[src/rtl/arpc_pkg.sv]
// Shared constants, operation codes and scan status type for the ARP cache table.
// No dependencies; used by arpc_scan_unit and arp_cache_table.
`timescale 1ns / 1ps
`default_nettype none

package arpc_pkg;

    localparam int ENTRIES_DEF = 8;
    localparam int MODE_W      = 2;
    localparam int IP_W        = 32;
    localparam int MAC_W       = 48;
    localparam int STAMP_W     = 8;

    localparam logic [MODE_W-1:0] MODE_LOOKUP = 2'd0;
    localparam logic [MODE_W-1:0] MODE_ADD    = 2'd1;
    localparam logic [MODE_W-1:0] MODE_TICK   = 2'd2;

    localparam logic [IP_W-1:0] IP_EMPTY = 32'h0000_0000;

    // Outcome flags of one pass over the table
    typedef struct packed {
        logic match;        // a valid entry holds the key
        logic empty_found;  // at least one slot is empty
    } scan_stat_t;

endpackage

`default_nettype wire

[src/rtl/arpc_scan_unit.sv]
// Shared compare unit: consumes one table entry per cycle while live is high and tracks
// the first match, the lowest empty slot and the oldest entry. Depends on arpc_pkg.
`timescale 1ns / 1ps
`default_nettype none

module arpc_scan_unit #(
    parameter int ENTRIES = arpc_pkg::ENTRIES_DEF
) (
    input  wire logic                               clk,
    input  wire logic                               rst_n,
    input  wire logic                               clear,
    input  wire logic                               live,
    input  wire logic [$clog2(ENTRIES)-1:0]         idx,
    input  wire logic                               entry_valid,
    input  wire logic [arpc_pkg::IP_W-1:0]          entry_ip,
    input  wire logic [arpc_pkg::MAC_W-1:0]         entry_mac,
    input  wire logic [arpc_pkg::STAMP_W-1:0]       entry_stamp,
    input  wire logic [arpc_pkg::IP_W-1:0]          key,
    input  wire logic [arpc_pkg::STAMP_W-1:0]       age_count,
    output arpc_pkg::scan_stat_t                    stat,
    output logic [$clog2(ENTRIES)-1:0]              match_idx,
    output logic [arpc_pkg::MAC_W-1:0]              match_mac,
    output logic [$clog2(ENTRIES)-1:0]              empty_idx,
    output logic [$clog2(ENTRIES)-1:0]              victim_idx
);

    localparam int IDX_W = $clog2(ENTRIES);

    arpc_pkg::scan_stat_t               stat_reg;
    logic                               have_victim_reg;
    logic [arpc_pkg::STAMP_W-1:0]       oldest_reg;
    logic [IDX_W-1:0]                   match_idx_reg;
    logic [IDX_W-1:0]                   empty_idx_reg;
    logic [IDX_W-1:0]                   victim_idx_reg;
    logic [arpc_pkg::MAC_W-1:0]         match_mac_reg;

    logic [arpc_pkg::STAMP_W-1:0]       age;
    logic                               is_match;
    logic                               take_empty;
    logic                               take_victim;

    assign age         = age_count - entry_stamp;
    assign is_match    = live && entry_valid && (entry_ip == key) && !stat_reg.match;
    assign take_empty  = live && !entry_valid && !stat_reg.empty_found;
    assign take_victim = live && entry_valid && (!have_victim_reg || (age > oldest_reg));

    always_ff @(posedge clk or negedge rst_n)
    begin
        if (!rst_n)
        begin
            stat_reg        <= '0;
            have_victim_reg <= 1'b0;
        end
        else if (clear)
        begin
            stat_reg        <= '0;
            have_victim_reg <= 1'b0;
        end
        else
        begin
            if (is_match)
                stat_reg.match <= 1'b1;
            if (take_empty)
                stat_reg.empty_found <= 1'b1;
            if (take_victim)
                have_victim_reg <= 1'b1;
        end
    end

    always_ff @(posedge clk)
    begin
        if (is_match)
        begin
            match_idx_reg <= idx;
            match_mac_reg <= entry_mac;
        end
        if (take_empty)
            empty_idx_reg <= idx;
        if (take_victim)
        begin
            victim_idx_reg <= idx;
            oldest_reg     <= age;
        end
    end

    assign stat       = stat_reg;
    assign match_idx  = match_idx_reg;
    assign match_mac  = match_mac_reg;
    assign empty_idx  = empty_idx_reg;
    assign victim_idx = victim_idx_reg;

endmodule

`default_nettype wire

[src/rtl/arp_cache_table.sv]
// ARP cache table: ENTRIES slots mapping IPv4 addresses to MAC addresses.
// A request is taken only in IDLE, so a new request waits until the last one is done. The
// sequencer scans the table memories one entry per cycle (SCAN) into the shared compare
// unit, feeds in the last read data (LAST), then writes back and loads the result (APPLY).
// Reset clears all valid bits (every slot empty) and the age counter at once.
// Depends on arpc_pkg and arpc_scan_unit.
`timescale 1ns / 1ps
`default_nettype none

module arp_cache_table #(
    parameter int ENTRIES = arpc_pkg::ENTRIES_DEF
) (
    input  wire logic           clk,
    input  wire logic           rst_n,
    input  wire logic           s_tvalid,
    output logic                s_tready,
    input  wire logic [79:0]    s_tdata,   // [31:0] ip_key, [79:32] mac_value
    input  wire logic [1:0]     s_tuser,   // [1:0] mode
    output logic                m_tvalid,
    input  wire logic           m_tready,
    output logic [47:0]         m_tdata,   // [47:0] mac_out
    output logic [0:0]          m_tuser    // [0] hit
);

    localparam int IDX_W = $clog2(ENTRIES);

    // Sequencer states
    localparam logic [1:0] ST_IDLE  = 2'd0;  // wait for a request
    localparam logic [1:0] ST_SCAN  = 2'd1;  // issue one table read per cycle
    localparam logic [1:0] ST_LAST  = 2'd2;  // last read data enters the compare unit
    localparam logic [1:0] ST_APPLY = 2'd3;  // write back, tick, load the result

    logic [1:0]                         state_reg;
    logic [1:0]                         state_next;

    // Captured request
    logic [arpc_pkg::MODE_W-1:0]        mode_reg;
    logic [arpc_pkg::IP_W-1:0]          key_reg;
    logic [arpc_pkg::MAC_W-1:0]         mac_in_reg;

    logic [IDX_W-1:0]                   scan_idx_reg;
    logic [arpc_pkg::STAMP_W-1:0]       age_reg;
    logic [ENTRIES-1:0]                 valid_reg;

    // Table memories
    logic [arpc_pkg::IP_W-1:0]          ip_mem    [ENTRIES];
    logic [arpc_pkg::MAC_W-1:0]         mac_mem   [ENTRIES];
    logic [arpc_pkg::STAMP_W-1:0]       stamp_mem [ENTRIES];

    // Registered read port
    logic                               rd_live_reg;
    logic [IDX_W-1:0]                   rd_idx_reg;
    logic                               rd_valid_reg;
    logic [arpc_pkg::IP_W-1:0]          ip_rd_reg;
    logic [arpc_pkg::MAC_W-1:0]         mac_rd_reg;
    logic [arpc_pkg::STAMP_W-1:0]       stamp_rd_reg;

    // Output register
    logic                               m_tvalid_reg;
    logic                               hit_reg;
    logic [arpc_pkg::MAC_W-1:0]         mac_out_reg;

    arpc_pkg::scan_stat_t               stat;
    logic [IDX_W-1:0]                   match_idx;
    logic [arpc_pkg::MAC_W-1:0]         match_mac;
    logic [IDX_W-1:0]                   empty_idx;
    logic [IDX_W-1:0]                   victim_idx;

    logic                               accept;
    logic                               out_free;
    logic                               finish;
    logic                               wr_en;
    logic [IDX_W-1:0]                   wr_idx;
    logic                               lookup_hit;

    assign s_tready = (state_reg == ST_IDLE);
    assign accept   = s_tvalid && s_tready;
    // Hold the result in APPLY until the output register is free
    assign out_free = !m_tvalid_reg || m_tready;
    assign finish   = (state_reg == ST_APPLY) && out_free;

    // Refresh a matching slot, else fill the lowest empty slot, else evict the oldest
    assign wr_idx = stat.match       ? match_idx :
                    stat.empty_found ? empty_idx : victim_idx;
    assign wr_en  = finish && (mode_reg == arpc_pkg::MODE_ADD)
                    && (key_reg != arpc_pkg::IP_EMPTY);

    // Empty slots never match and a zero key is never written, so a zero key can never hit
    assign lookup_hit = (mode_reg == arpc_pkg::MODE_LOOKUP) && stat.match;

    always_comb
    begin
        state_next = state_reg;
        case (state_reg)
            ST_IDLE:
                if (accept)
                    state_next = ST_SCAN;
            ST_SCAN:
                if (scan_idx_reg == IDX_W'(ENTRIES - 1))
                    state_next = ST_LAST;
            ST_LAST:
                state_next = ST_APPLY;
            ST_APPLY:
                if (out_free)
                    state_next = ST_IDLE;
            default:
                state_next = ST_IDLE;
        endcase
    end

    always_ff @(posedge clk or negedge rst_n)
    begin
        if (!rst_n)
        begin
            state_reg    <= ST_IDLE;
            scan_idx_reg <= '0;
            age_reg      <= '0;
            valid_reg    <= '0;
            rd_live_reg  <= 1'b0;
            rd_valid_reg <= 1'b0;
            m_tvalid_reg <= 1'b0;
        end
        else
        begin
            state_reg    <= state_next;
            rd_live_reg  <= (state_reg == ST_SCAN);
            rd_valid_reg <= valid_reg[scan_idx_reg];
            // Advance the scan address; wrap to zero after the last entry
            if (accept)
                scan_idx_reg <= '0;
            else if (state_reg == ST_SCAN)
                scan_idx_reg <= (scan_idx_reg == IDX_W'(ENTRIES - 1)) ? '0
                                : scan_idx_reg + IDX_W'(1);
            if (wr_en)
                valid_reg[wr_idx] <= 1'b1;
            if (finish && (mode_reg == arpc_pkg::MODE_TICK))
                age_reg <= age_reg + arpc_pkg::STAMP_W'(1);
            if (finish)
                m_tvalid_reg <= 1'b1;
            else if (m_tready)
                m_tvalid_reg <= 1'b0;
        end
    end

    // Payload registers and table memories
    always_ff @(posedge clk)
    begin
        if (accept)
        begin
            mode_reg   <= s_tuser;
            key_reg    <= s_tdata[31:0];
            mac_in_reg <= s_tdata[79:32];
        end
        if (wr_en)
        begin
            ip_mem[wr_idx]    <= key_reg;
            mac_mem[wr_idx]   <= mac_in_reg;
            stamp_mem[wr_idx] <= age_reg;
        end
        rd_idx_reg   <= scan_idx_reg;
        ip_rd_reg    <= ip_mem[scan_idx_reg];
        mac_rd_reg   <= mac_mem[scan_idx_reg];
        stamp_rd_reg <= stamp_mem[scan_idx_reg];
        if (finish)
        begin
            hit_reg     <= lookup_hit;
            mac_out_reg <= lookup_hit ? match_mac : '0;
        end
    end

    arpc_scan_unit #(
        .ENTRIES (ENTRIES)
    ) u_scan (
        .clk         (clk),
        .rst_n       (rst_n),
        .clear       (accept),
        .live        (rd_live_reg),
        .idx         (rd_idx_reg),
        .entry_valid (rd_valid_reg),
        .entry_ip    (ip_rd_reg),
        .entry_mac   (mac_rd_reg),
        .entry_stamp (stamp_rd_reg),
        .key         (key_reg),
        .age_count   (age_reg),
        .stat        (stat),
        .match_idx   (match_idx),
        .match_mac   (match_mac),
        .empty_idx   (empty_idx),
        .victim_idx  (victim_idx)
    );

    assign m_tvalid   = m_tvalid_reg;
    assign m_tdata    = mac_out_reg;
    assign m_tuser[0] = hit_reg;

    // A miss never carries a hardware address
    assert property (@(posedge clk) disable iff (!rst_n)
        m_tvalid && !m_tuser[0] |-> m_tdata == '0)
        else $error("miss result with nonzero mac_out");

    // Slots are never freed
    assert property (@(posedge clk) disable iff (!rst_n)
        1'b1 |=> $countones(valid_reg) >= $past($countones(valid_reg)))
        else $error("valid slot count dropped");

    // An accepted request always starts a scan from entry zero
    assert property (@(posedge clk) disable iff (!rst_n)
        accept |=> (state_reg == ST_SCAN) && (scan_idx_reg == '0))
        else $error("scan did not start after request");

    // A full table never reports an empty slot
    assert property (@(posedge clk) disable iff (!rst_n)
        (state_reg == ST_APPLY) && (valid_reg == '1) |-> !stat.empty_found)
        else $error("empty slot reported in a full table");

endmodule

`default_nettype wire
[config.mk]
export PLATFORM = sky130hd
export DESIGN_NAME = arp_cache_table
export DESIGN_NICKNAME = d
export VERILOG_FILES = /design/src/rtl/arpc_pkg.sv /design/src/rtl/arpc_scan_unit.sv /design/src/rtl/arp_cache_table.sv
export SDC_FILE = /design/constraint.sdc
export NUM_CORES = 1
export LEC_CHECK = 0
export CAP_MARGIN = 30
export CORE_MARGIN = 5
export CORE_UTILIZATION = 45
export CTS_CLUSTER_DIAMETER = 120
export DETAILED_ROUTE_END_ITERATION = 6
export DONT_BUFFER_PORTS = 1
export SKIP_CTS_REPAIR_TIMING = 1
export SYNTH_ARGS = -nofsm -noshare
export SYNTH_HDL_FRONTEND = slang
export SYNTH_SLANG_ARGS = --single-unit
[constraint.sdc]
create_clock -name clk -period 6.2 [get_ports clk]
set_clock_uncertainty 0.1 [all_clocks]
set_input_delay 1.24 -clock clk [delete_from_list [all_inputs] [get_ports clk]]
set_output_delay 1.24 -clock clk [all_outputs]
set_load 0.05 [all_outputs]
== Yosys cells after proc, flatten, opt, wreduce, memory -nomap -nowiden ==
Memories as Yosys holds them, arrays and structs flattened. A register that Yosys moved wholly into a read port is not among the register bits.
Index checks and enable logic that the tools add are counted.

* Add/sub/neg operators: 3
* $lt $le $gt $ge: 4
* Eq/ne operators: 10
* Muxes and demuxes: 22
* Bitwise operators: 1
* Reductions and logical operators: 29

{| class="wikitable"
|+ Operators by type and width
! operator !! number
|-
| 32-bit equality test || 1
|-
| 32-bit nonzero test || 1
|-
| 3-bit 2-to-1 mux || 5
|-
| 1-bit logical AND || 13
|-
| 1-bit 2-to-1 mux || 10
|-
| 2-bit nonzero test || 5
|-
| 8-bit by 1-bit adder with 8-bit output (second input constant) || 1
|-
| 8-bit greater-than comparator || 1
|-
| 3-bit by 4-bit less-than comparator with 1-bit output (second input constant) || 2
|-
| 2-bit 2-to-1 mux || 4
|-
| 8-bit OR || 1
|-
| 2-bit one-hot mux with 4 select lines || 1
|-
| 8-bit subtractor || 1
|-
| 2-bit equality test (second input constant) || 3
|-
| 1-bit logical NOT || 5
|-
| 2-bit by 1-bit equality test with 1-bit output (second input constant) || 2
|-
| 2-bit logical NOT || 2
|-
| 2-bit inequality test (second input constant) || 2
|-
| 3-bit by 1-bit adder with 3-bit output (second input constant) || 1
|-
| 1-bit binary-select mux with 3-bit select || 1
|-
| 1-bit demux with 3-bit select || 1
|-
| 3-bit equality test (second input constant) || 1
|-
| 3-bit by 1-bit >= comparator with 1-bit output (second input constant) || 1
|-
| 3-bit AND reduction || 1
|-
| other kinds (2) || 3
|}

* Register bits: 226
* RAM bits: 704
* Bits of input ports: 86
* Output and inout bits: 51
* Memories kept: 3

{| class="wikitable"
|+ Memories
! memory !! words !! width !! read ports !! clocked after memory_dff !! wr ports !! line !! source
|-
| mac_mem || 8 || 48 || 1 || 1 || 1 || arp_cache_table.sv:47 || <nowiki>logic [arpc_pkg::MAC_W-1:0] mac_mem [ENTRIES];</nowiki>
|-
| ip_mem || 8 || 32 || 1 || 1 || 1 || arp_cache_table.sv:46 || <nowiki>logic [arpc_pkg::IP_W-1:0] ip_mem [ENTRIES];</nowiki>
|-
| stamp_mem || 8 || 8 || 1 || 1 || 1 || arp_cache_table.sv:48 || <nowiki>logic [arpc_pkg::STAMP_W-1:0] stamp_mem [ENTRIES];</nowiki>
|}

== Logic depth before layout (Yosys ltp) ==
* Word-level depth: 7
* Gate-level depth with buffers: 14

== By module ==
From an unflattened synthesis, not the netlist that was laid out.

* Cell total of the unflattened synthesis: 1606
* Area, all modules: 36727.7 um2

{| class="wikitable"
|+ By module, submodules not included
! module !! times used !! cells each !! area an instance (um2)
|-
| arp_cache_table || 1 || 1415 || 33798.7
|-
| arpc_scan_unit || 1 || 191 || 2929.1
|}

== Worst setup path after synthesis ==
No wires, ideal clock.

* Path kind: in2reg
* Start point: input port m_tready
* End point: memory ip_mem[0][0] (netlist bit), enable pin
* Arrival time: 5.548 ns
* Path slack: 0.016 ns
* Stages: 4
* Buffers on the path: 0
* Cells stage by stage: nor2b_1 nor4bb_1 o211ai_1 nor2_1

* Cells in the longest elaborated chain, start to end: 6

{| class="wikitable"
|+ RTL lines
! item !! line !! source
|-
| start: declaration || arp_cache_table.sv:20 || <nowiki>input wire logic m_tready,</nowiki>
|-
| 1-bit logical OR || arp_cache_table.sv:79 || <nowiki>assign out_free = !m_tvalid_reg || m_tready;</nowiki>
|-
| 1-bit logical AND || arp_cache_table.sv:80 || <nowiki>assign finish = (state_reg == ST_APPLY) && out_free;</nowiki>
|-
| 1-bit logical AND || arp_cache_table.sv:85 || <nowiki>assign wr_en = finish && (mode_reg == arpc_pkg::MODE_ADD)</nowiki>
|-
| 1-bit logical AND || arp_cache_table.sv:86 || <nowiki>&& (key_reg != arpc_pkg::IP_EMPTY);</nowiki>
|-
| 1-bit 2-to-1 mux || arp_cache_table.sv:154 || <nowiki>if (wr_en)</nowiki>
|-
| 1-bit 2-to-1 mux (not written as such) || arp_cache_table.sv:156 || <nowiki>ip_mem[wr_idx] <= key_reg;</nowiki>
|-
| end: declaration || arp_cache_table.sv:46 ||
|}

No other way between the ends.

== Worst setup path in the final report ==
* Start point: register m_tvalid_reg (netlist: m_tvalid)
* End point: memory ip_mem[1][29] (netlist bit), enable pin

* Cells in the longest elaborated chain, start to end: 7

{| class="wikitable"
|+ RTL lines
! item !! line !! source
|-
| start: declaration || arp_cache_table.sv:59 || <nowiki>logic m_tvalid_reg;</nowiki>
|-
| start signal: assignment || arp_cache_table.sv:121 || <nowiki>m_tvalid_reg <= 1'b0;</nowiki>
|-
| start signal: assignment || arp_cache_table.sv:139 || <nowiki>m_tvalid_reg <= 1'b1;</nowiki>
|-
| start signal: assignment || arp_cache_table.sv:141 || <nowiki>m_tvalid_reg <= 1'b0;</nowiki>
|-
| 1-bit logical NOT || arp_cache_table.sv:79 ||
|-
| 1-bit logical OR || arp_cache_table.sv:79 ||
|-
| 1-bit logical AND || arp_cache_table.sv:80 ||
|-
| 1-bit logical AND || arp_cache_table.sv:85 ||
|-
| 1-bit logical AND || arp_cache_table.sv:86 ||
|-
| 1-bit 2-to-1 mux || arp_cache_table.sv:154 ||
|-
| 1-bit 2-to-1 mux (not written as such) || arp_cache_table.sv:156 ||
|}

No other way between the ends.

==> results.json <==
{
  "status": "finished, final reports clean",
  "slew_headroom_pct": 34.2,
  "synthCells": 1605,
  "drt_iter0_markers": 1253,
  "rows": 104,
  "r2r_start": "m_tvalid",
  "reg2reg_to": "ip_mem[1][29]",
  "startpoint_type": "register",
  "synth-edff-count": 900,
  "synth_top_area_share_pct": 73.8,
  "grt_pass1_wl_um": 104000,
  "ir_drop_v": 0.000319,
  "setup_viol": 0,
  "die-area_sq_um": 87200,
  "clockBufferDepth": 3,
  "gp_congestion": 0.710,
  "p_clk_share_pct": 33.4,
  "firstDrtPassIters": 5,
  "grt_pass1_vias": 16300,
  "rsz0062_at_grt": "false",
  "drive_gt1_share_pct": 26.5,
  "slew_violations": 0,
  "boundaryPins": 137,
  "p_switching_mw": 4.82,
  "largest_reg_flops": 384,
  "maxCapViolations": 0,
  "clock-sinks": 1018,
  "seq_power_share_pct": 50.8,
  "p_per_area_nw_per_um2": 444,
  "max_slew.worst_pin.slew_ps": 985,
  "critPathLaunch": "m_tvalid",
  "swShare_pct": 26.1,
  "area.growth.synth_to_final_pct": 13.3,
  "fin_nets": 1786,
  "port_buffers": 0,
  "reg2reg_depth": 5,
  "syn_area_per_cell_sq_um": 22.8,
  "synth_common_cells": "edfxtp_1 (900), mux4_2 (178), dfxtp_1 (91), mux2_2 (91), and2_1 (49)",
  "clock.fmax_mhz": 241,
  "grt_usage_pct": 15.8,
  "die_y_um": 295,
  "critPathArrivalTime_ps": 4360,
  "wl_per_cell_um": 24.2,
  "p_comb_share_pct": 15.8,
  "fin_util_pct": 51.4,
  "synth_flop_cell": "edfxtp_1",
  "p_leak_nw": 13.2,
  "dp_hpwl_um": 36800,
  "synth.most_common_cell": "edfxtp_1",
  "fill_cells": 6257,
  "drc": 0,
  "cts_tree": "yes",
  "finalCriticalPeriod_ps": 4150,
  "grt_overflow": 0,
  "critPathKind": "reg -> reg",
  "fp.coreArea_sq_um": 80700,
  "reg_top3": "mac_mem: 384 flops, ip_mem: 256 flops, stamp_mem: 64 flops",
  "synth-async-reset-ratio_pct": 2.65,
  "cp.required_ps": 6400,
  "grt_max_degree": 119,
  "critPathMaxFanout": 25,
  "synth_top_area_cell": "edfxtp_1",
  "r2r_setup_slack_ps": 2050,
  "regMostFlops": "mac_mem",
  "antenna_found_initial": 5,
  "die_x_um": 295,
  "p_int_mw": 13.6,
  "viasPerCell": 5.38,
  "synth_area_sq_um": 36600,
  "clock_latency_ps": 660,
  "wirelength_um": 68200,
  "syn-num-nets": 1714,
  "start_util_pct": 45.4,
  "multiInputGateArea_sq_um": 6790,
  "dr_total_vias": 15200,
  "cts_buffers": 104,
  "h-tree-depth": 3,
  "cts.clk_slew.worst_paths_ps": 60,
  "placed_area_sq_um": 38100,
  "finalSetupTns_ps": 0,
  "yosysSeqAreaShare_pct": 80.6,
  "ant_nets": 0,
  "synth.distinct_cells": 37,
  "finalCritPeriodShare_pct": 67.0,
  "root_buffer": "clkbuf_16",
  "ys_ff_latch": 1018,
  "hold_path_class": "in -> async",
  "endpoint_kind": "register",
  "stdcell_area_sq_um": 41500,
  "hold_viol": 0,
  "endpoint": "ip_mem[1][29]",
  "synth_warnings": 0,
  "synth_area_leaders": "edfxtp_1 (74%), mux4_2 (11%), dfxtp_1 (5.0%), mux2_2 (2.8%), dfrtp_1 (1.8%)",
  "seq_area_sq_um": 29500
}
==> per-stage QoR <==
| step | std cells | setup slack, ps | hold WS (ps) | power, mW |
|---|---|---|---|---|
| CTS | 2823 | 2060 | 134 | 18.7 |
| global route | 2823 | 1820 | 148 | 19.3 |
| finish | 2825 | 2050 | 193 | 18.4 |
| floorplan | 1605 | 15.7 | 266 | 11.7 |
| detailed placement | 2631 | 1630 | 290 | 12.5 |
| global placement | 2630 | 1590 | 287 | 12.4 |
==> kinds of logic (layout without fill, tap and decap cells) <==
group	count (synthesis)	in the layout	synth area share, %
flops	1018	1018	80.6
mux	274	274	13.9
simple gates	132	132	2.04
buf+inv	82	240	1.12
xor+xnor	46	46	1.10
compound gates	30	30	0.495
fa+ha+maj	23	23	0.806
other cells	0	2	0
==> worst max-delay path, cell delays in order (launching register included) <==
cell and delay, ps:
dfrtp_1 570, nor2b_1 340, nor4bb_1 840, o211ai_1 580, nor2_4 920, buf_4 470
==> how the worst min path moves through the flow <==
stage	start	to	slack [ps]	depth (start not counted)
2_1_floorplan	scan_idx_reg[1]	rd_idx_reg[1]	270	0
3_3_place_gp	mac_rd_reg[11]	u_scan.match_mac[11]	290	0
3_5_place_dp	mac_rd_reg[24]	u_scan.match_mac[24]	290	0
4_1_cts	rst_n	age_reg[2]	130	0
5_1_grt	rst_n	valid_reg[2]	150	0
6_report	rst_n	age_reg[2]	190	0
==> power by group through the flow <==
stage / clock network (mW) / registers (mW) / logic, mW
finish: 6.15 / 9.37 / 2.91
global route: 6.62 / 9.47 / 3.19
CTS: 6.31 / 9.40 / 3.00
detailed placement: 0 / 9.53 / 2.98
global placement: 0 / 9.56 / 2.88
floorplan: 0 / 9.23 / 2.43
==> metal layers <==
layer  wire [um]  GRT usage, %  vias up
met5          27             0        -
met4        1180          4.15        4
met3        3480          3.09       83
met2       33900          25.9      358
met1       29600          22.2     8087
li1            -             -     6667
==> layout by cell type, fill, tap and decap left out, types with 10 or more instances in the layout <==
master / Yosys / layout
a21oi_1: 11 / 11
and2_1: 49 / 48
buf_12: 0 / 10
buf_4: 0 / 13
clkbuf_1: 31 / 19
clkbuf_16: 0 / 105
clkinv_1: 0 / 15
clkinv_2: 0 / 19
dfrtp_1: 27 / 24
dfxtp_1: 91 / 91
edfxtp_1: 900 / 900
ha_1: 22 / 22
inv_1: 24 / 24
mux2_2: 91 / 91
mux4_2: 178 / 178
nand2_1: 12 / 12
nand4_1: 14 / 14
nor2_1: 21 / 12
nor4_1: 10 / 10
xnor2_1: 40 / 40
==> cell type report <==
class                   count  share of cell area, %
multi-input cells         505                   16.4
clock inverters            59                   1.46
well taps                1060                   3.20
clock buffers             133                   6.80
flip-flops and latches   1018                   71.2
repair buffers             24                  0.784
inverters                  24                  0.217
diodes                      2                 0.0121
Power figures use the tool's default switching activity.
